<file path="config.mk">
export PLATFORM = sky130hd
export DESIGN_NAME = per_source_rate_limiter_blocklist
export DESIGN_NICKNAME = d
export VERILOG_FILES = /design/src/hw/rtl/prl_pkg.sv /design/src/hw/rtl/per_source_rate_limiter_blocklist.sv /design/src/hw/rtl/prl_front.sv /design/src/hw/rtl/prl_back.sv
export SDC_FILE = /design/constraint.sdc
export NUM_CORES = 2
export LEC_CHECK = 0
export ABC_CLOCK_PERIOD_IN_PS = 21600
export BUFFER_PORTS_ARGS = -buffer_cell sky130_fd_sc_hd__buf_2
export CORE_MARGIN = 2
export CORE_UTILIZATION = 65
export DETAILED_ROUTE_END_ITERATION = 10
export PLACE_DENSITY = 0.82
export SLEW_MARGIN = 0
export SYNTH_ARGS = -nofsm -noshare
export SYNTH_HDL_FRONTEND = slang
export SYNTH_SLANG_ARGS = --single-unit
export TNS_END_PERCENT = 50
</file>
<file path="constraint.sdc">
create_clock -name clock -period 21.6 [get_ports clock]
set_input_delay 4.32 -clock clock [delete_from_list [all_inputs] [get_ports clock]]
set_output_delay 4.32 -clock clock [all_outputs]
set_load 0.1 [all_outputs]
</file>
<file path="src/hw/rtl/prl_pkg.sv">
`timescale 1ns / 1ps
package prl_pkg;
   localparam int REQ_ENTRIES_DEF = 16;
   localparam int BLK_ENTRIES_DEF = 16;
   localparam logic [1:0] CMD_TICK  = 2'd0;
   localparam logic [1:0] CMD_CHECK = 2'd1;
   localparam logic [1:0] CMD_REG   = 2'd2;
   localparam logic [1:0] CMD_SIZE  = 2'd3;
   localparam logic [1:0] CSR_LIMIT  = 2'd0;
   localparam logic [1:0] CSR_WINDOW = 2'd1;
   localparam logic [1:0] CSR_BLOCK  = 2'd2;
   localparam logic [1:0] CSR_MAXSZ  = 2'd3;

   typedef struct packed {
      logic [1:0]  cmd;
      logic [31:0] source_addr;
      logic        size_ok;
   } job_type;

   typedef struct packed {
      logic        is_blocked;
      logic        newly_blocked;
      logic        size_ok;
      logic        table_full;
      logic [15:0] request_count;
   } rsp_type;
endpackage

</file>
<file path="src/hw/rtl/per_source_rate_limiter_blocklist.sv">
`timescale 1ns / 1ps
// accept to rsp_valid: S_REQ scans the request table, then S_BLK the block table,
// then S_UPD, S_BUPD and S_OUT, then the result register; S_OUT waits on a stalled result
// the back end takes a new job only in S_IDLE; each scan reads one entry per cycle
// a two-entry queue parts front and back; the result register parts back and rsp side
// reset: synchronous; clears time, table valid bits, queue and registers to defaults
module per_source_rate_limiter_blocklist #(
   parameter int REQ_ENTRIES = prl_pkg::REQ_ENTRIES_DEF,
   parameter int BLK_ENTRIES = prl_pkg::BLK_ENTRIES_DEF
) (
   input  logic        clock,
   input  logic        reset,
   input  logic        req_valid,
   output logic        req_stall,
   input  logic [1:0]  req_cmd,
   input  logic [31:0] req_source_addr,
   input  logic [15:0] req_packet_size,
   output logic        rsp_valid,
   input  logic        rsp_stall,
   output logic        rsp_is_blocked,
   output logic        rsp_newly_blocked,
   output logic        rsp_size_ok,
   output logic        rsp_table_full,
   output logic [15:0] rsp_request_count,
   input  logic        csr_write,
   input  logic [1:0]  csr_index,
   input  logic [19:0] csr_data
);
   logic [15:0] limit_ff, window_ff, maxsz_ff;
   logic [19:0] block_ff;
   logic job_valid, job_take;
   prl_pkg::job_type job;
   prl_pkg::rsp_type rsp;

   always_ff @(posedge clock) begin
      if (reset) begin
         limit_ff <= 16'd100;
         window_ff <= 16'd1;
         block_ff <= 20'd60;
         maxsz_ff <= 16'd1500;
      end else if (csr_write) begin
         case (csr_index)
            prl_pkg::CSR_LIMIT:  limit_ff <= csr_data[15:0];
            prl_pkg::CSR_WINDOW: window_ff <= csr_data[15:0];
            prl_pkg::CSR_BLOCK:  block_ff <= csr_data;
            prl_pkg::CSR_MAXSZ:  maxsz_ff <= csr_data[15:0];
            default: ;
         endcase
      end
   end

   prl_front u_front (
      .clock, .reset, .req_valid, .req_stall, .req_cmd, .req_source_addr,
      .req_packet_size, .max_packet_size(maxsz_ff),
      .job_valid, .job_take, .job
   );

   prl_back #(.REQ_ENTRIES(REQ_ENTRIES), .BLK_ENTRIES(BLK_ENTRIES)) u_back (
      .clock, .reset, .job_valid, .job_take, .job,
      .request_limit(limit_ff), .window_ticks(window_ff), .block_ticks(block_ff),
      .rsp_valid, .rsp_stall, .rsp
   );

   assign rsp_is_blocked = rsp.is_blocked;
   assign rsp_newly_blocked = rsp.newly_blocked;
   assign rsp_size_ok = rsp.size_ok;
   assign rsp_table_full = rsp.table_full;
   assign rsp_request_count = rsp.request_count;

   a_newly_reg: assert property (@(posedge clock) disable iff (reset)
      rsp_valid && rsp_newly_blocked |-> rsp_request_count != 16'd0) else $error("newly");
   a_size_only: assert property (@(posedge clock) disable iff (reset)
      rsp_valid && rsp_size_ok |-> !rsp_is_blocked && rsp_request_count == 16'd0)
      else $error("size");
   a_hold: assert property (@(posedge clock) disable iff (reset)
      rsp_valid && rsp_stall |=> rsp_valid) else $error("hold");
endmodule

</file>
<file path="src/hw/rtl/prl_front.sv">
`timescale 1ns / 1ps
module prl_front (
   input  logic                 clock,
   input  logic                 reset,
   input  logic                 req_valid,
   output logic                 req_stall,
   input  logic [1:0]           req_cmd,
   input  logic [31:0]          req_source_addr,
   input  logic [15:0]          req_packet_size,
   input  logic [15:0]          max_packet_size,
   output logic                 job_valid,
   input  logic                 job_take,
   output prl_pkg::job_type     job
);
   prl_pkg::job_type q_ff [2];
   logic [1:0] cnt_ff, cnt_in;
   logic       wp_ff, wp_in, rp_ff, rp_in;
   logic       push, pop;

   assign req_stall = (cnt_ff == 2'd2);
   assign push = req_valid && !req_stall;
   assign job_valid = (cnt_ff != 2'd0);
   assign pop = job_valid && job_take;
   assign job = q_ff[rp_ff];

   always_comb begin
      cnt_in = cnt_ff + {1'b0, push} - {1'b0, pop};
      wp_in = push ? ~wp_ff : wp_ff;
      rp_in = pop ? ~rp_ff : rp_ff;
   end

   always_ff @(posedge clock) begin
      if (reset) begin
         cnt_ff <= '0;
         wp_ff <= 1'b0;
         rp_ff <= 1'b0;
      end else begin
         cnt_ff <= cnt_in;
         wp_ff <= wp_in;
         rp_ff <= rp_in;
      end
      if (push) begin
         q_ff[wp_ff].cmd <= req_cmd;
         q_ff[wp_ff].source_addr <= req_source_addr;
         q_ff[wp_ff].size_ok <= (req_packet_size <= max_packet_size);
      end
   end
endmodule

</file>
<file path="src/hw/rtl/prl_back.sv">
`timescale 1ns / 1ps
module prl_back #(
   parameter int REQ_ENTRIES = prl_pkg::REQ_ENTRIES_DEF,
   parameter int BLK_ENTRIES = prl_pkg::BLK_ENTRIES_DEF
) (
   input  logic                 clock,
   input  logic                 reset,
   input  logic                 job_valid,
   output logic                 job_take,
   input  prl_pkg::job_type     job,
   input  logic [15:0]          request_limit,
   input  logic [15:0]          window_ticks,
   input  logic [19:0]          block_ticks,
   output logic                 rsp_valid,
   input  logic                 rsp_stall,
   output prl_pkg::rsp_type     rsp
);
   localparam int RW = (REQ_ENTRIES > 1) ? $clog2(REQ_ENTRIES) : 1;
   localparam int BW = (BLK_ENTRIES > 1) ? $clog2(BLK_ENTRIES) : 1;

   typedef enum logic [5:0] {
      S_IDLE = 6'b000001,
      S_REQ  = 6'b000010,
      S_BLK  = 6'b000100,
      S_UPD  = 6'b001000,
      S_BUPD = 6'b010000,
      S_OUT  = 6'b100000
   } state_type;

   state_type st_ff, st_in;
   logic [31:0] now_ff;
   logic [REQ_ENTRIES-1:0] rv_ff;
   logic [BLK_ENTRIES-1:0] bv_ff;
   logic [31:0] rsrc_mem [REQ_ENTRIES];
   logic [15:0] rcnt_mem [REQ_ENTRIES];
   logic [31:0] rst_mem  [REQ_ENTRIES];
   logic [31:0] bsrc_mem [BLK_ENTRIES];
   logic [31:0] bun_mem  [BLK_ENTRIES];

   logic [RW:0] ri_ff;
   logic [BW:0] bi_ff;
   prl_pkg::job_type j_ff;
   logic        rhit_ff, rfree_ff, bhit_ff, bfree_ff;
   logic [RW-1:0] rhi_ff, rfi_ff;
   logic [BW-1:0] bhi_ff, bfi_ff;
   logic [15:0] rc_ff;
   logic        blkd_ff, newly_ff, full_ff;
   logic [15:0] cnt_ff;
   logic        ov_ff;
   logic        out_v_ff;
   prl_pkg::rsp_type out_ff;

   logic [RW-1:0] ri;
   logic [BW-1:0] bi;
   logic [31:0]   rdiff, bdiff;
   logic          rlive, blive;
   logic [15:0]   inc;
   logic          out_free;

   assign ri = ri_ff[RW-1:0];
   assign bi = bi_ff[BW-1:0];
   assign rdiff = now_ff - rst_mem[ri];
   assign rlive = rv_ff[ri] && (rdiff <= {16'd0, window_ticks});
   assign bdiff = bun_mem[bi] - now_ff;
   assign blive = bv_ff[bi] && (bdiff != 32'd0) && !bdiff[31];
   assign inc = (rc_ff == 16'hFFFF) ? rc_ff : rc_ff + 16'd1;
   assign out_free = !out_v_ff || !rsp_stall;

   assign job_take = (st_ff == S_IDLE);
   assign rsp_valid = out_v_ff;
   assign rsp = out_ff;

   always_comb begin
      st_in = st_ff;
      case (st_ff)
         S_IDLE: if (job_valid) begin
            st_in = S_REQ;
         end
         S_REQ:  if (ri_ff == (RW+1)'(REQ_ENTRIES - 1)) st_in = S_BLK;
         S_BLK:  if (bi_ff == (BW+1)'(BLK_ENTRIES - 1)) st_in = S_UPD;
         S_UPD:  st_in = S_BUPD;
         S_BUPD: st_in = S_OUT;
         S_OUT:  if (out_free) st_in = S_IDLE;
         default: st_in = S_IDLE;
      endcase
   end

   always_ff @(posedge clock) begin
      if (reset) begin
         st_ff <= S_IDLE;
         now_ff <= '0;
         rv_ff <= '0;
         bv_ff <= '0;
         out_v_ff <= 1'b0;
      end else begin
         st_ff <= st_in;
         if ((st_ff == S_OUT) && out_free) out_v_ff <= 1'b1;
         else if (!rsp_stall) out_v_ff <= 1'b0;
         case (st_ff)
            S_IDLE: if (job_valid) begin
               j_ff <= job;
               if (job.cmd == prl_pkg::CMD_TICK) now_ff <= now_ff + 32'd1;
               ri_ff <= '0;
               bi_ff <= '0;
               rhit_ff <= 1'b0;
               rfree_ff <= 1'b0;
               bhit_ff <= 1'b0;
               bfree_ff <= 1'b0;
               rhi_ff <= '0;
               rfi_ff <= '0;
               bhi_ff <= '0;
               bfi_ff <= '0;
               rc_ff <= '0;
            end
            S_REQ: begin
               if (!rlive) begin
                  rv_ff[ri] <= 1'b0;
                  if (!rfree_ff) begin
                     rfree_ff <= 1'b1;
                     rfi_ff <= ri;
                  end
               end else if (!rhit_ff && rsrc_mem[ri] == j_ff.source_addr) begin
                  rhit_ff <= 1'b1;
                  rhi_ff <= ri;
                  rc_ff <= rcnt_mem[ri];
               end
               ri_ff <= ri_ff + (RW+1)'(1);
            end
            S_BLK: begin
               if (!blive) begin
                  bv_ff[bi] <= 1'b0;
                  if (!bfree_ff) begin
                     bfree_ff <= 1'b1;
                     bfi_ff <= bi;
                  end
               end else if (!bhit_ff && bsrc_mem[bi] == j_ff.source_addr) begin
                  bhit_ff <= 1'b1;
                  bhi_ff <= bi;
               end
               bi_ff <= bi_ff + (BW+1)'(1);
            end
            S_UPD: begin
               blkd_ff <= bhit_ff;
               newly_ff <= 1'b0;
               full_ff <= 1'b0;
               cnt_ff <= '0;
               ov_ff <= 1'b0;
               if (j_ff.cmd == prl_pkg::CMD_REG) begin
                  if (!rhit_ff) begin
                     cnt_ff <= 16'd1;
                     if (!rfree_ff) full_ff <= 1'b1;
                     else begin
                        rv_ff[rfi_ff] <= 1'b1;
                        rsrc_mem[rfi_ff] <= j_ff.source_addr;
                        rcnt_mem[rfi_ff] <= 16'd1;
                        rst_mem[rfi_ff] <= now_ff;
                     end
                  end else begin
                     rcnt_mem[rhi_ff] <= inc;
                     cnt_ff <= inc;
                     if (inc > request_limit) begin
                        ov_ff <= 1'b1;
                        rv_ff[rhi_ff] <= 1'b0;
                     end
                  end
               end
            end
            S_BUPD: if (ov_ff) begin
               if (bhit_ff || bfree_ff) begin
                  bv_ff[bhit_ff ? bhi_ff : bfi_ff] <= 1'b1;
                  bsrc_mem[bhit_ff ? bhi_ff : bfi_ff] <= j_ff.source_addr;
                  bun_mem[bhit_ff ? bhi_ff : bfi_ff] <= now_ff + {12'd0, block_ticks};
                  newly_ff <= 1'b1;
                  blkd_ff <= (block_ticks != 20'd0);
               end else begin
                  full_ff <= 1'b1;
               end
            end
            S_OUT: if (out_free) begin
               out_ff.is_blocked <= ((j_ff.cmd == prl_pkg::CMD_CHECK) ||
                                     (j_ff.cmd == prl_pkg::CMD_REG)) && blkd_ff;
               out_ff.newly_blocked <= newly_ff;
               out_ff.size_ok <= (j_ff.cmd == prl_pkg::CMD_SIZE) && j_ff.size_ok;
               out_ff.table_full <= full_ff;
               out_ff.request_count <= cnt_ff;
            end
            default: ;
         endcase
      end
   end
endmodule
</file>
==> flow_summary_export.csv <==
group,metric,value,unit
outcome,status,"completed",
die,coreArea,165000,um2
setup_path,cp-start-kind,"flip-flop",
final_layout,nets,6109,
setup_path,crit_required,22060,ps
grt,grt_overflow,0,
die,die_w,412,um
setup_path,worstPathCellList,"buf_4 -> buf_4 -> buf_4 -> mux4_2 -> mux4_2 -> inv_1 -> ha_1 -> nand2_1 -> a21oi_1 -> o41ai_2 -> a21oi_1 -> xor2_1 -> ha_1 -> nand4_1 -> nor4_1 -> o221a_2 -> and4_4 -> nand4_4 -> nor4_4 -> buf_4 -> nand3_1 -> a21oi_2",
setup_path,cp_top_family,"buffers and inverters",
power,power_density,123,nW/um2
die,io_pins,99,
placement,dp.final_hpwl,155,mm
hold_path,hp-class,"flip-flop to flip-flop",
route,ant_nets,0,
sta,finalHoldWorstSlack,421,ps
power,leakage,0.0388,uW
clocking,clock_latency,900,ps
clocking,cts_tree,"built",
clocking,cts_root_buffer,"clkbuf_16",
final_layout,n_fill_cell,9096,
logic_synthesis,syn_inst,5617,
sta,tightest_slew,1380,ps
setup_path,cp_slowest_cell,"a21oi_2",
logic_synthesis,synth_cell_types,101,
setup_path,critPathMaxStageDelay,870,ps
logic_synthesis,syn-num-nets,5844,
sta,hold_violations,0,
logic_synthesis,synth-seq-cells,2647,
die,start_util,65.5,%
clocking,numCtsBuffers,241,
route,viasPerCell,7.08,
clocking,cts_setup_buffers,0,
route,dr.first_iter.drc_count,9006,
sta,slew_viol_final,0,
clocking,clock_sinks,2647,
sta,finalCriticalPeriod,8940,ps
power,power.ir.vdd_worst,97.3,uV
grt,grt_max_degree,91,
job,drv_cap,0,
logic_synthesis,seq_area_frac_synth,72.1,%
clocking,clockBufferDepth,3,
setup_path,crit_path_frequent_cell,"buf_4",
sta,relSlewSlack,7.61,%
route,drc,0,
logic_synthesis,syn_avg_cell_area,19.2,um2
setup_path,critPathMaxFanout,61,
clocking,cts_hold_buf,0,
grt,grt_pass1_wl,409,mm
final_layout,final_cell_mix,"2495 x edfxtp_1, 728 x mux4_2, 260 x nand2_1",
final_layout,area_growth,10.8,%
setup_path,critPathBufInv,5,
logic_synthesis,synth-edff-count,2495,
placement,numPortBuffers,98,
clocking,htree_levels,4,
die,num_rows,149,
placement,gp_congestion,0.986,
final_layout,ff_latch_area,78000,um2
route,routedWlPerCell,34.1,um
route,wl,283,mm
setup_path,arrival,9400,ps
grt,grt_util_all_layers,33.9,%
sta,fmax,112,MHz
sta,rsz0062_at_grt,"no",
grt,first_global_vias,58900,
sta,skew,57.2,ps
logic_synthesis,synth_top_flop_cell,"edfxtp_1",
clocking,post_cts_resized,0,
grt,grt_antenna_before_repair,14,
route,via_count,58700,
setup_path,path_class,"flip-flop to flip-flop",
final_layout,layout-drive-gt1-share,24.9,%
final_layout,multiInputGateArea,28600,um2
die,die_height,412,um
logic_synthesis,async_flop_share,0,%
sta,finalSetupTns,0,ps
clocking,cts.clk_slew.worst_paths,60,ps
logic_synthesis,netlist_area,108000,um2
setup_path,endpoint_kind,"flip-flop",
die,dieArea,170000,um2
route,first_pass_iters,6,
logic_synthesis,yosysWarnings,0,
sta,fin_crit_sh,41.4,%
sta,finalSetupViolCount,0,
power,power,14700,uW
final_layout,layout_commonest_cell,"edfxtp_1",
## Yosys cell counts (31+ instances only)
library cell  instances  area [um2]
nand2_1             260         976
mux2_2               39         439
clkbuf_1            153         574
nand3_1              55         275
o21ai_0              87         435
and2_1               31         194
buf_2                58         290
xor2_1               56         490
nor2_1              242         908
buf_1                40         150
mux4_2              728       16400
nor3_1               53         265
a21oi_1             182         911
edfxtp_1           2495       74900
ha_1                147        1840
nand4_1              34         213
dfxtp_1             152        3040
xnor2_1             110         963
inv_1               182         683
## where the power goes
| group | leakage, uW | internal, uW | switching, uW |
|---|---|---|---|
| Combinational | 0.0108 | 1930 | 2420 |
| Clock | 0.00382 | 2370 | 1900 |
| Sequential | 0.0242 | 5870 | 214 |
| Total | 0.0388 | 10200 | 4530 |
## final cells by class
type	count	share of cell area (%)
diodes	5	0.0104
multi-input cells	2530	23.9
repair buffers	280	1.57
inverters	182	0.570
clock buffers	307	5.36
clock inverters	144	1.20
well taps	2189	2.29
flip-flops and latches	2647	65.1
## worst register-to-register path, stage by stage, from the launching register on
cell,delay [ps]
dfxtp_4,660
buf_4,760
buf_4,870
buf_4,920
mux4_2,420
mux4_2,470
inv_1,130
ha_1,230
nand2_1,150
a21oi_1,180
o41ai_2,140
a21oi_1,400
xor2_1,160
ha_1,330
nand4_1,160
nor4_1,370
o221a_2,260
and4_4,240
nand4_4,110
nor4_4,290
buf_4,300
nand3_1,150
a21oi_2,870
## final timing paths
kind | from | endpoint | slack (ps) | cells past startpoint
worst max-delay path | flip-flop | u_back.rc_ff[13] | 12660 | 22
worst max register to register | flip-flop | u_back.rc_ff[13] | 12660 | 22
worst min register to register | u_back.newly_ff | u_back.rsp[18] | 420 | 0
worst min-delay path | u_back.newly_ff | u_back.rsp[18] | 420 | 0
## through the flow
step	instances	cell area, um2	util [%]	setup WS [ps]
after floorplan	5617	108000	-	11440
after global placement	7824	112000	67.8	12750
after detailed placement	7826	112000	67.8	12620
after CTS	8277	120000	72.6	12580
after global routing	8280	120000	72.6	11960
final	8284	120000	72.6	12660
## registers in the layout (all words and copies together), names as in the netlist, 5 cells and up, named ones only
signal / count
u_back.bv_ff: 16
u_back.rsp: 20
u_front.q_ff: 70
u_back.rsrc_mem: 512
u_back.st_ff: 6
u_back.rc_ff: 16
u_back.now_ff: 32
u_back.ri_ff: 5
u_back.rcnt_mem: 256
u_back.bun_mem: 512
window_ff: 16
limit_ff: 16
u_back.j_ff: 35
maxsz_ff: 16
block_ff: 20
u_back.bi_ff: 5
u_back.bsrc_mem: 512
u_back.cnt_ff: 16
u_back.rst_mem: 512
u_back.rv_ff: 16
## logic make-up after synthesis
group,synth area share (%)
AOI/OAI and AO/OA,3.26
xor gates and xnor gates,1.36
adders and majority gates,1.76
buffers and inverters,1.63
DFF,72.1
muxes,15.7
and+or+nand+nor,4.15
## metal layers
metal | global-route usage [%] | vias to the layer above | share of wire (%)
li1 | - | 23400 | -
met1 | 46.9 | 30300 | 36
met2 | 54.9 | 4299 | 50
met3 | 5.82 | 693 | 11
met4 | 13.0 | 10 | 4.1
met5 | 0 | - | 0.024
Power figures use the tool's default switching activity.
